[src/rtl/jdcd_pkg.sv]
// shared types, widths and calendar constants for the julian day to date converter
// used by jdcd_step_unit, jdcd_sequencer and julian_day_to_calendar_date
package jdcd_pkg;

    localparam int DAY_NUMBER_BITS = 31;

    // remainder register width: the largest shifted cycle length stays below 2**DAY_NUMBER_BITS
    localparam int ACC_BITS = DAY_NUMBER_BITS;
    // signed year accumulator, wide enough for the largest year and for the output saturation test
    localparam int YEAR_ACC_BITS = (DAY_NUMBER_BITS - 6 > 25) ? DAY_NUMBER_BITS - 6 : 25;
    localparam int STEP_BITS = $clog2(DAY_NUMBER_BITS);

    localparam int S_TDATA_BITS = ((DAY_NUMBER_BITS + 7) / 8) * 8;
    localparam int M_TDATA_BITS = 40;

    localparam int DAY_BITS = 5;
    localparam int MONTH_BITS = 4;
    localparam int YEAR_BITS = 23;

    // first gregorian day and the shift to a 1 january 1201 origin
    localparam int GREG_START = 2299161;
    localparam int GREG_OFFSET = 2159717;
    localparam int GREG_BASE_YEAR = 1201;
    localparam int JUL_BASE_YEAR = -4712;

    localparam int DAYS_400 = 146097;
    localparam int DAYS_100 = 36524;
    localparam int DAYS_4 = 1461;
    localparam int DAYS_LEAP = 366;
    localparam int DAYS_YEAR = 365;
    localparam int YEAR_MAX = 8388607;

    // top bit position of the quotient of each long division
    localparam int G400_TOP = DAY_NUMBER_BITS - 18;
    localparam int G4_TOP = 4;
    localparam int JCYC_TOP = 10;
    localparam int CENTURY_STEPS = 3;
    localparam int YEAR_STEPS = 3;
    localparam int JUL_YEAR_STEPS = 2;
    localparam int LAST_MONTH_STEP = 10;

    typedef struct packed {
        logic                     load;
        logic                     step;
        logic [ACC_BITS-1:0]      operand;
        logic [YEAR_ACC_BITS-1:0] addend;
    } cmd_t;

    typedef struct packed {
        logic                  idle;
        logic                  fin;
        logic                  julian;
        logic [MONTH_BITS-1:0] month;
    } stat_t;

    function automatic logic [DAY_BITS-1:0] month_days(input logic [MONTH_BITS-1:0] m,
                                                       input logic leap);
        logic [DAY_BITS-1:0] len;
        case (m)
            4'd1:    len = leap ? 5'd29 : 5'd28;
            4'd3:    len = 5'd30;
            4'd5:    len = 5'd30;
            4'd8:    len = 5'd30;
            4'd10:   len = 5'd30;
            default: len = 5'd31;
        endcase
        return len;
    endfunction

endpackage

[src/rtl/jdcd_step_unit.sv]
// shared compare and subtract unit with year accumulator
// depends on jdcd_pkg; driven by jdcd_sequencer
module jdcd_step_unit (
    input  logic                              aclk,
    input  jdcd_pkg::cmd_t                    cmd,
    output logic                              ge,
    output logic [jdcd_pkg::ACC_BITS-1:0]      acc,
    output logic [jdcd_pkg::YEAR_ACC_BITS-1:0] year
);

    logic [jdcd_pkg::ACC_BITS-1:0]      acc_reg;
    logic [jdcd_pkg::ACC_BITS-1:0]      acc_next;
    logic [jdcd_pkg::YEAR_ACC_BITS-1:0] year_reg;
    logic [jdcd_pkg::YEAR_ACC_BITS-1:0] year_next;

    assign ge = (acc_reg >= cmd.operand);

    always_comb begin
        acc_next = acc_reg;
        year_next = year_reg;
        if (cmd.load) begin
            acc_next = cmd.operand;
            year_next = cmd.addend;
        end else if (cmd.step && ge) begin
            acc_next = acc_reg - cmd.operand;
            year_next = year_reg + cmd.addend;
        end
    end

    always_ff @(posedge aclk) begin
        acc_reg <= acc_next;
        year_reg <= year_next;
    end

    assign acc = acc_reg;
    assign year = year_reg;

endmodule

[src/rtl/jdcd_sequencer.sv]
// sequencer that walks the calendar cycles, years and months through the step unit
// depends on jdcd_pkg
module jdcd_sequencer (
    input  logic                                aclk,
    input  logic                                aresetn,
    input  logic                                start,
    input  logic [jdcd_pkg::DAY_NUMBER_BITS-1:0] day_number,
    input  logic                                ge,
    input  logic                                out_free,
    output jdcd_pkg::cmd_t                      cmd,
    output jdcd_pkg::stat_t                     stat
);

    typedef enum logic [9:0] {
        ST_IDLE  = 10'b0000000001,
        ST_G400  = 10'b0000000010,
        ST_G100  = 10'b0000000100,
        ST_G4    = 10'b0000001000,
        ST_GY    = 10'b0000010000,
        ST_JCYC  = 10'b0000100000,
        ST_J366  = 10'b0001000000,
        ST_JY    = 10'b0010000000,
        ST_MONTH = 10'b0100000000,
        ST_FIN   = 10'b1000000000
    } state_t;

    localparam int AB = jdcd_pkg::ACC_BITS;
    localparam int YB = jdcd_pkg::YEAR_ACC_BITS;
    localparam int SB = jdcd_pkg::STEP_BITS;

    state_t                            state_reg, state_next;
    logic [SB-1:0]                     k_reg, k_next;
    logic [1:0]                        c100_reg, c100_next;
    logic [4:0]                        c4_reg, c4_next;
    logic [1:0]                        y1_reg, y1_next;
    logic [jdcd_pkg::MONTH_BITS-1:0]   month_reg, month_next;
    logic                              leap_reg, leap_next;
    logic                              julian_reg, julian_next;
    logic                              is_julian;
    logic                              k_zero;

    assign is_julian = (day_number < jdcd_pkg::DAY_NUMBER_BITS'(jdcd_pkg::GREG_START));
    assign k_zero = (k_reg == '0);

    // operand and year weight for the current step
    always_comb begin
        cmd = '0;
        case (state_reg)
            ST_IDLE: begin
                cmd.load = start;
                if (is_julian) begin
                    cmd.operand = AB'(day_number);
                    cmd.addend = YB'(jdcd_pkg::JUL_BASE_YEAR);
                end else begin
                    cmd.operand = AB'(day_number) - AB'(jdcd_pkg::GREG_OFFSET);
                    cmd.addend = YB'(jdcd_pkg::GREG_BASE_YEAR);
                end
            end
            ST_G400: begin
                cmd.step = 1'b1;
                cmd.operand = AB'(jdcd_pkg::DAYS_400) << k_reg;
                cmd.addend = YB'(400) << k_reg;
            end
            ST_G100: begin
                cmd.step = 1'b1;
                cmd.operand = AB'(jdcd_pkg::DAYS_100);
                cmd.addend = YB'(100);
            end
            ST_G4, ST_JCYC: begin
                cmd.step = 1'b1;
                cmd.operand = AB'(jdcd_pkg::DAYS_4) << k_reg;
                cmd.addend = YB'(4) << k_reg;
            end
            ST_GY, ST_JY: begin
                cmd.step = 1'b1;
                cmd.operand = AB'(jdcd_pkg::DAYS_YEAR);
                cmd.addend = YB'(1);
            end
            ST_J366: begin
                cmd.step = 1'b1;
                cmd.operand = AB'(jdcd_pkg::DAYS_LEAP);
                cmd.addend = YB'(1);
            end
            ST_MONTH: begin
                cmd.step = 1'b1;
                cmd.operand = AB'(jdcd_pkg::month_days(month_reg, leap_reg));
            end
            default: begin
                cmd = '0;
            end
        endcase
    end

    always_comb begin
        logic [1:0] y1_inc;
        y1_inc = y1_reg + 2'(ge);
        state_next = state_reg;
        k_next = k_reg;
        c100_next = c100_reg;
        c4_next = c4_reg;
        y1_next = y1_reg;
        month_next = month_reg;
        leap_next = leap_reg;
        julian_next = julian_reg;
        case (state_reg)
            ST_IDLE: begin
                if (start) begin
                    c100_next = '0;
                    c4_next = '0;
                    y1_next = '0;
                    month_next = '0;
                    julian_next = is_julian;
                    if (is_julian) begin
                        state_next = ST_JCYC;
                        k_next = SB'(jdcd_pkg::JCYC_TOP);
                    end else begin
                        state_next = ST_G400;
                        k_next = SB'(jdcd_pkg::G400_TOP);
                    end
                end
            end
            ST_G400: begin
                k_next = k_reg - SB'(1);
                if (k_zero) begin
                    state_next = ST_G100;
                    k_next = SB'(jdcd_pkg::CENTURY_STEPS - 1);
                end
            end
            ST_G100: begin
                c100_next = c100_reg + 2'(ge);
                k_next = k_reg - SB'(1);
                if (k_zero) begin
                    state_next = ST_G4;
                    k_next = SB'(jdcd_pkg::G4_TOP);
                end
            end
            ST_G4: begin
                c4_next = {c4_reg[3:0], ge};
                k_next = k_reg - SB'(1);
                if (k_zero) begin
                    state_next = ST_GY;
                    k_next = SB'(jdcd_pkg::YEAR_STEPS - 1);
                end
            end
            ST_GY: begin
                y1_next = y1_inc;
                k_next = k_reg - SB'(1);
                if (k_zero) begin
                    state_next = ST_MONTH;
                    // last year of a 4-year group, unless a century year not divisible by 400
                    leap_next = (y1_inc == 2'd3) && !((c4_reg == 5'd24) && (c100_reg != 2'd3));
                end
            end
            ST_JCYC: begin
                k_next = k_reg - SB'(1);
                if (k_zero) begin
                    state_next = ST_J366;
                end
            end
            ST_J366: begin
                if (ge) begin
                    state_next = ST_JY;
                    k_next = SB'(jdcd_pkg::JUL_YEAR_STEPS - 1);
                    leap_next = 1'b0;
                end else begin
                    state_next = ST_MONTH;
                    leap_next = 1'b1;
                end
            end
            ST_JY: begin
                k_next = k_reg - SB'(1);
                if (k_zero) begin
                    state_next = ST_MONTH;
                end
            end
            ST_MONTH: begin
                if (ge) begin
                    month_next = month_reg + 4'd1;
                    if (month_reg == jdcd_pkg::MONTH_BITS'(jdcd_pkg::LAST_MONTH_STEP)) begin
                        state_next = ST_FIN;
                    end
                end else begin
                    state_next = ST_FIN;
                end
            end
            ST_FIN: begin
                if (out_free) begin
                    state_next = ST_IDLE;
                end
            end
            default: begin
                state_next = ST_IDLE;
            end
        endcase
    end

    always_ff @(posedge aclk) begin
        if (!aresetn) begin
            state_reg <= ST_IDLE;
        end else begin
            state_reg <= state_next;
        end
    end

    always_ff @(posedge aclk) begin
        k_reg <= k_next;
        c100_reg <= c100_next;
        c4_reg <= c4_next;
        y1_reg <= y1_next;
        month_reg <= month_next;
        leap_reg <= leap_next;
        julian_reg <= julian_next;
    end

    assign stat.idle = (state_reg == ST_IDLE);
    assign stat.fin = (state_reg == ST_FIN);
    assign stat.julian = julian_reg;
    assign stat.month = month_reg;

endmodule

[src/rtl/julian_day_to_calendar_date.sv]
// julian day number to julian or gregorian calendar date, top level
// depends on jdcd_pkg, jdcd_step_unit and jdcd_sequencer
//
// usage:
//   one request on the s_ side carries a day count from 1 january 4713 bc; one
//   result on the m_ side carries day, month, year and a bc flag for that day.
//   days before 15 october 1582 are julian dates, later ones gregorian.
// timing:
//   one compare and subtract unit does every step: the long division by the
//   cycle length, the century, year and month steps, one step per cycle.
//   a gregorian date also goes through the 400-year division and the century
//   steps, which a julian one skips. s_tready is high only while no request
//   is being worked on; the next request can be taken in the cycle after the
//   result enters the result register.
// reset and stalls:
//   aresetn (synchronous, active low) empties the result register and returns
//   the sequencer to idle. a stalled receiver holds the result; a finished
//   request then waits in the sequencer and no new request is taken.
module julian_day_to_calendar_date (
    input  logic                              aclk,
    input  logic                              aresetn,
    input  logic                              s_tvalid,
    output logic                              s_tready,
    // day_number
    input  logic [jdcd_pkg::S_TDATA_BITS-1:0] s_tdata,
    output logic                              m_tvalid,
    input  logic                              m_tready,
    // day_of_month, month_number, year_magnitude, before_christ
    output logic [jdcd_pkg::M_TDATA_BITS-1:0] m_tdata
);

    localparam int YB = jdcd_pkg::YEAR_ACC_BITS;

    jdcd_pkg::cmd_t                     cmd;
    jdcd_pkg::stat_t                    stat;
    logic                               ge;
    logic [jdcd_pkg::ACC_BITS-1:0]      acc;
    logic [YB-1:0]                      year;
    logic                               start;
    logic                               out_free;
    logic                               load_out;
    logic                               bc;
    logic [YB-1:0]                      mag;
    logic [jdcd_pkg::YEAR_BITS-1:0]     year_out;
    logic [jdcd_pkg::DAY_BITS-1:0]      day_out;
    logic [jdcd_pkg::MONTH_BITS-1:0]    month_out;
    logic                               m_tvalid_reg, m_tvalid_next;
    logic [jdcd_pkg::M_TDATA_BITS-1:0]  m_tdata_reg, m_tdata_next;

    assign start = s_tvalid && stat.idle;
    assign s_tready = stat.idle;
    assign out_free = !m_tvalid_reg || m_tready;
    assign load_out = stat.fin && out_free;

    jdcd_step_unit u_step (
        .aclk (aclk),
        .cmd  (cmd),
        .ge   (ge),
        .acc  (acc),
        .year (year)
    );

    jdcd_sequencer u_seq (
        .aclk       (aclk),
        .aresetn    (aresetn),
        .start      (start),
        .day_number (s_tdata[jdcd_pkg::DAY_NUMBER_BITS-1:0]),
        .ge         (ge),
        .out_free   (out_free),
        .cmd        (cmd),
        .stat       (stat)
    );

    // julian accumulator holds year - 4712 as signed: zero or below is a bc year
    always_comb begin
        bc = stat.julian && (year[YB-1] || (year == '0));
        mag = bc ? (YB'(1) - year) : year;
        if (mag > YB'(jdcd_pkg::YEAR_MAX)) begin
            year_out = jdcd_pkg::YEAR_BITS'(jdcd_pkg::YEAR_MAX);
        end else begin
            year_out = mag[jdcd_pkg::YEAR_BITS-1:0];
        end
        day_out = acc[jdcd_pkg::DAY_BITS-1:0] + 5'd1;
        month_out = stat.month + 4'd1;
    end

    always_comb begin
        m_tvalid_next = m_tvalid_reg;
        m_tdata_next = m_tdata_reg;
        if (load_out) begin
            m_tvalid_next = 1'b1;
            m_tdata_next = {7'd0, bc, year_out, month_out, day_out};
        end else if (m_tready) begin
            m_tvalid_next = 1'b0;
        end
    end

    always_ff @(posedge aclk) begin
        if (!aresetn) begin
            m_tvalid_reg <= 1'b0;
        end else begin
            m_tvalid_reg <= m_tvalid_next;
        end
    end

    always_ff @(posedge aclk) begin
        m_tdata_reg <= m_tdata_next;
    end

    assign m_tvalid = m_tvalid_reg;
    assign m_tdata = m_tdata_reg;

    a_busy_after_request: assert property (@(posedge aclk) disable iff (!aresetn)
        s_tvalid && s_tready |=> !s_tready)
        else $error("request accepted while a conversion was under way");

    a_result_registered: assert property (@(posedge aclk) disable iff (!aresetn)
        stat.fin && out_free |=> m_tvalid && stat.idle)
        else $error("finished conversion did not reach the result register");

    a_result_in_range: assert property (@(posedge aclk) disable iff (!aresetn)
        m_tvalid |-> (m_tdata[4:0] != 5'd0) && (m_tdata[8:5] != 4'd0)
                     && (m_tdata[8:5] <= 4'd12) && (m_tdata[31:9] != 23'd0))
        else $error("day, month or year out of range");

    a_bc_year_bound: assert property (@(posedge aclk) disable iff (!aresetn)
        m_tvalid && m_tdata[32] |-> (m_tdata[31:9] <= 23'd4713))
        else $error("bc year beyond the start of the day count");

endmodule

[config.mk]
export PLATFORM = sky130hd
export DESIGN_NAME = julian_day_to_calendar_date
export DESIGN_NICKNAME = d
export VERILOG_FILES = /design/src/rtl/jdcd_pkg.sv /design/src/rtl/jdcd_step_unit.sv /design/src/rtl/jdcd_sequencer.sv /design/src/rtl/julian_day_to_calendar_date.sv
export SDC_FILE = /design/constraint.sdc
export NUM_CORES = 1
export LEC_CHECK = 0
export BUFFER_PORTS_ARGS = -buffer_cell sky130_fd_sc_hd__clkbuf_2
export CAP_MARGIN = 20
export CORE_MARGIN = 1
export CORE_UTILIZATION = 58
export CTS_BUF_LIST = sky130_fd_sc_hd__clkbuf_2 sky130_fd_sc_hd__clkbuf_4 sky130_fd_sc_hd__clkbuf_8
export DETAILED_ROUTE_END_ITERATION = 8
export GPL_TIMING_DRIVEN = 0
export PLACE_DENSITY = 0.8
export SLEW_MARGIN = 20
export SYNTH_ARGS = -nofsm -noshare
export SYNTH_HDL_FRONTEND = slang
export SYNTH_SLANG_ARGS = --single-unit
[constraint.sdc]
create_clock -name aclk -period 9.8 [get_ports aclk]
set_input_delay 1.47 -clock aclk [delete_from_list [all_inputs] [get_ports aclk]]
set_output_delay 1.47 -clock aclk [all_outputs]
set_load 0.05 [all_outputs]
==> metrics.yaml <==
grt:
  use_met2_pct: 57.76
  gr-usage-met1_pct: 44.19
  grt_usage_pct: 34.95
  antenna_found_initial: 0
  grt_busiest_layer: "met2"
  grt_util_met3_pct: 4.780
  grt_overflow: 0
  grt_pass1_wl_um: 52040
  grt_pass1_vias: 9710
  grt_max_degree: 30
synthesis:
  yosys_warnings: 0
  yosys.cell_count.top_type: "nand2_1"
  synthTopCellsByArea: "edfxtp_1 30%, ha_1 8.5%, a21oi_1 5.4%"
  ys_top_cells_by_count: "128 x nand2_1, 126 x nor2_1, 117 x a21oi_1"
  synthCells: 1268
  synth_area_leader_cell: "edfxtp_1"
  synth_top_flop_cell: "edfxtp_1"
  netlist_area_mm2: 0.01078
  synth_seq_cells: 120
  seq_area_frac_synth_pct: 32.41
  synth_edf_count: 109
  synth_top_area_share_pct: 30.37
  syn_area_per_cell_um2: 8.501
  synth_cell_types: 98
  async_flop_share_pct: 0
clock_network:
  cts_tree: "done"
  cts_root_buffer: "clkbuf_8"
  clkSinkCount: 120
  cts_hold_buffers: 0
  htree_levels: 4
  cts_resized: 0
  cts_setup_buffers: 0
  clkSlewWorstSetupHoldPaths_ps: 80
  clock_latency_ps: 450
  cts_buffer_depth: 2
  cts_buffers: 17
hold_path:
  hold_path.class: "flop to flop"
  hold_depth: 2
  worstHoldStart: "m_tvalid$_SDFFE_PN0P_"
sta:
  setup_viol: 0
  tightest_slew_ps: 1006
  slew_violations: 0
  fin_crit_sh_pct: 68.54
  period_needed_ps: 6717
  setup_slack_ps: 3083
  relSlewSlack_pct: 32.45
  hold_viol_final: 0
  fmax_ghz: 0.1489
  hold_slack_ps: 558.6
  rsz0062_at_grt: "no"
  skew_ps: 15.64
run_status:
  outcome: "finished, violations left"
  violations: "design-rule violations"
power:
  ir_drop_mv: 0.2215
  seqPwrFrac_pct: 24.6
  sw_frac_of_total_pct: 48.50
  powerDensity_mw_per_mm2: 323.5
  p_switching_mw: 1.872
  p_leak_nw: 4.796
  p_int_mw: 1.987
  pwr-share-comb_pct: 63.1
  clkPwrFrac_pct: 12.3
floorplan:
  die_y_um: 138.3
  initial_core_util_pct: 59.60
  die_area_mm2: 0.01913
  core_area_mm2: 0.01809
  io_pins: 78
  num_rows: 49
  die_x_um: 138.3
route:
  drt_wl_total_um: 33510
  drc_errors: 14
  drtAntennaViolNets: 0
  viasPerCell: 6.488
  drt_iter0_drc: 947
  vias: 10420
  drt_first_pass_iters: 9
  wl_per_cell_um: 20.87
layout:
  syn_to_final_growth_pct: 10.67
  n_antenna_cell: 0
  drive_gt1_share_pct: 12.56
  nets: 1474
  fillers: 1538
  largest_reg_flops: 33
placed_design:
  dpl.hpwl_um: 25520
  numPortBuffers: 68
  dpl_worst_slack_ps: 2685
  gp_congestion: 1.041
critical_path:
  critPathSlowestCell: "o21ai_4"
  critPathBufInv: 5
  timing.rr.start: "u_seq.state_reg[4]$_SDFFE_PN0P_"
  critPathMaxFanout: 23
  required_ps: 9950
  path_class: "primary input to flop"
  start_kind: "primary input"
  reg2regPathDepth: 22
  worstPathArrival_ps: 6870
  cp.depth: 20
  critPathTopFamily: "compound AO/OA/AOI/OAI gates"
  crit_path_start: "s_tdata[20]"
  crit_path_end_kind: "flop"
  crit_chain: "clkbuf_2, or3_1, a2111oi_2, o2111a_1, nand3b_4, inv_4, buf_6, o21ai_0, a21oi_1, a311oi_1, ha_1, o21ai_0, a21oi_1, o31ai_2, o311ai_2, a31oi_2, o21bai_2, inv_1, o21ai_4, buf_16"
  cpPeakStageDelay_ps: 640
run:
  cap_violations: 0
cells in the final DEF (no fill, tap or decap), types with 15 or more instances in the layout:
| cell type | synthesis | routed |
|---|---|---|
| nor3_1 | 28 | 27 |
| o21ai_1 | 15 | 15 |
| o21ai_0 | 97 | 96 |
| edfxtp_1 | 109 | 109 |
| xnor2_1 | 62 | 62 |
| nor2_1 | 126 | 126 |
| ha_1 | 73 | 73 |
| nand2_1 | 128 | 128 |
| a21o_1 | 30 | 30 |
| nor2b_1 | 16 | 15 |
| clkbuf_8 | 0 | 17 |
| nand4_1 | 15 | 15 |
| clkbuf_2 | 1 | 69 |
| nand3_1 | 29 | 29 |
| clkbuf_1 | 34 | 34 |
| inv_1 | 37 | 37 |
| a21oi_1 | 117 | 117 |
| xor2_1 | 42 | 42 |
power groups by stage:
| stage | registers, mW | clock network, mW | logic [mW] |
|---|---|---|---|
| CTS | 0.945 | 0.471 | 2.38 |
| finish | 0.949 | 0.474 | 2.44 |
| detailed placement | 0.958 | 0 | 2.36 |
| global route | 0.966 | 0.494 | 2.67 |
| floorplan | 0.931 | 0 | 1.81 |
| global placement | 0.971 | 0 | 2.29 |
tightest hold or removal path: stages (launching register included):
cell      delay (ps)
dfxtp_1          320
nand2b_1         100
a21boi_0          90
logic make-up after synthesis:
kind of cell	count (synthesis)	synth area share, %
and+or+nand+nor	443	20.37
adders and majority gates	74	8.659
buffers and inverters	105	4.341
AOI/OAI and AO/OA	404	24.12
xor gates and xnor gates	104	8.450
DFF	120	32.41
muxes	17	1.613
other	1	0.03479
worst paths after layout:
check,to,slack (ps)
max,u_step.acc[5]$_DFFE_PP_,3080
min,m_tvalid$_SDFFE_PN0P_,560
max reg2reg,u_step.acc[5]$_DFFE_PP_,3530
min reg2reg,m_tvalid$_SDFFE_PN0P_,560
area by class of cell:
class	instances	area [um^2]	area share, %
clock buffer	17	234.0	1.961
timing repair buffer	71	415.4	3.482
clock inverter	15	167.7	1.406
sequential	120	3493	29.28
inverter	40	152.6	1.280
multi-input combinational	1049	6864	57.54
tap	229	286.5	2.402
buffer	65	315.3	2.643
metrics by stage:
stage	setup TNS [ps]	power, mW	utilization, %	std cells	area, um^2
finish	0	3.858	65.96	1606	11930
global route	0	4.129	65.96	1606	11930
CTS	0	3.796	65.96	1606	11930
detailed placement	0	3.320	63.74	1574	11530
global placement	-163270	3.257	63.19	1571	11430
floorplan	0	2.738	-	1274	10800
per-layer routing:
layer / part of all wire (%) / vias up / wire (um)
li1: - / 4877 / -
met1: 41 / 4891 / 13750
met2: 46 / 551 / 15500
met3: 7.5 / 101 / 2525
met4: 5.2 / 0 / 1736
met5: 0 / - / 0
Power figures use the tool's default switching activity.
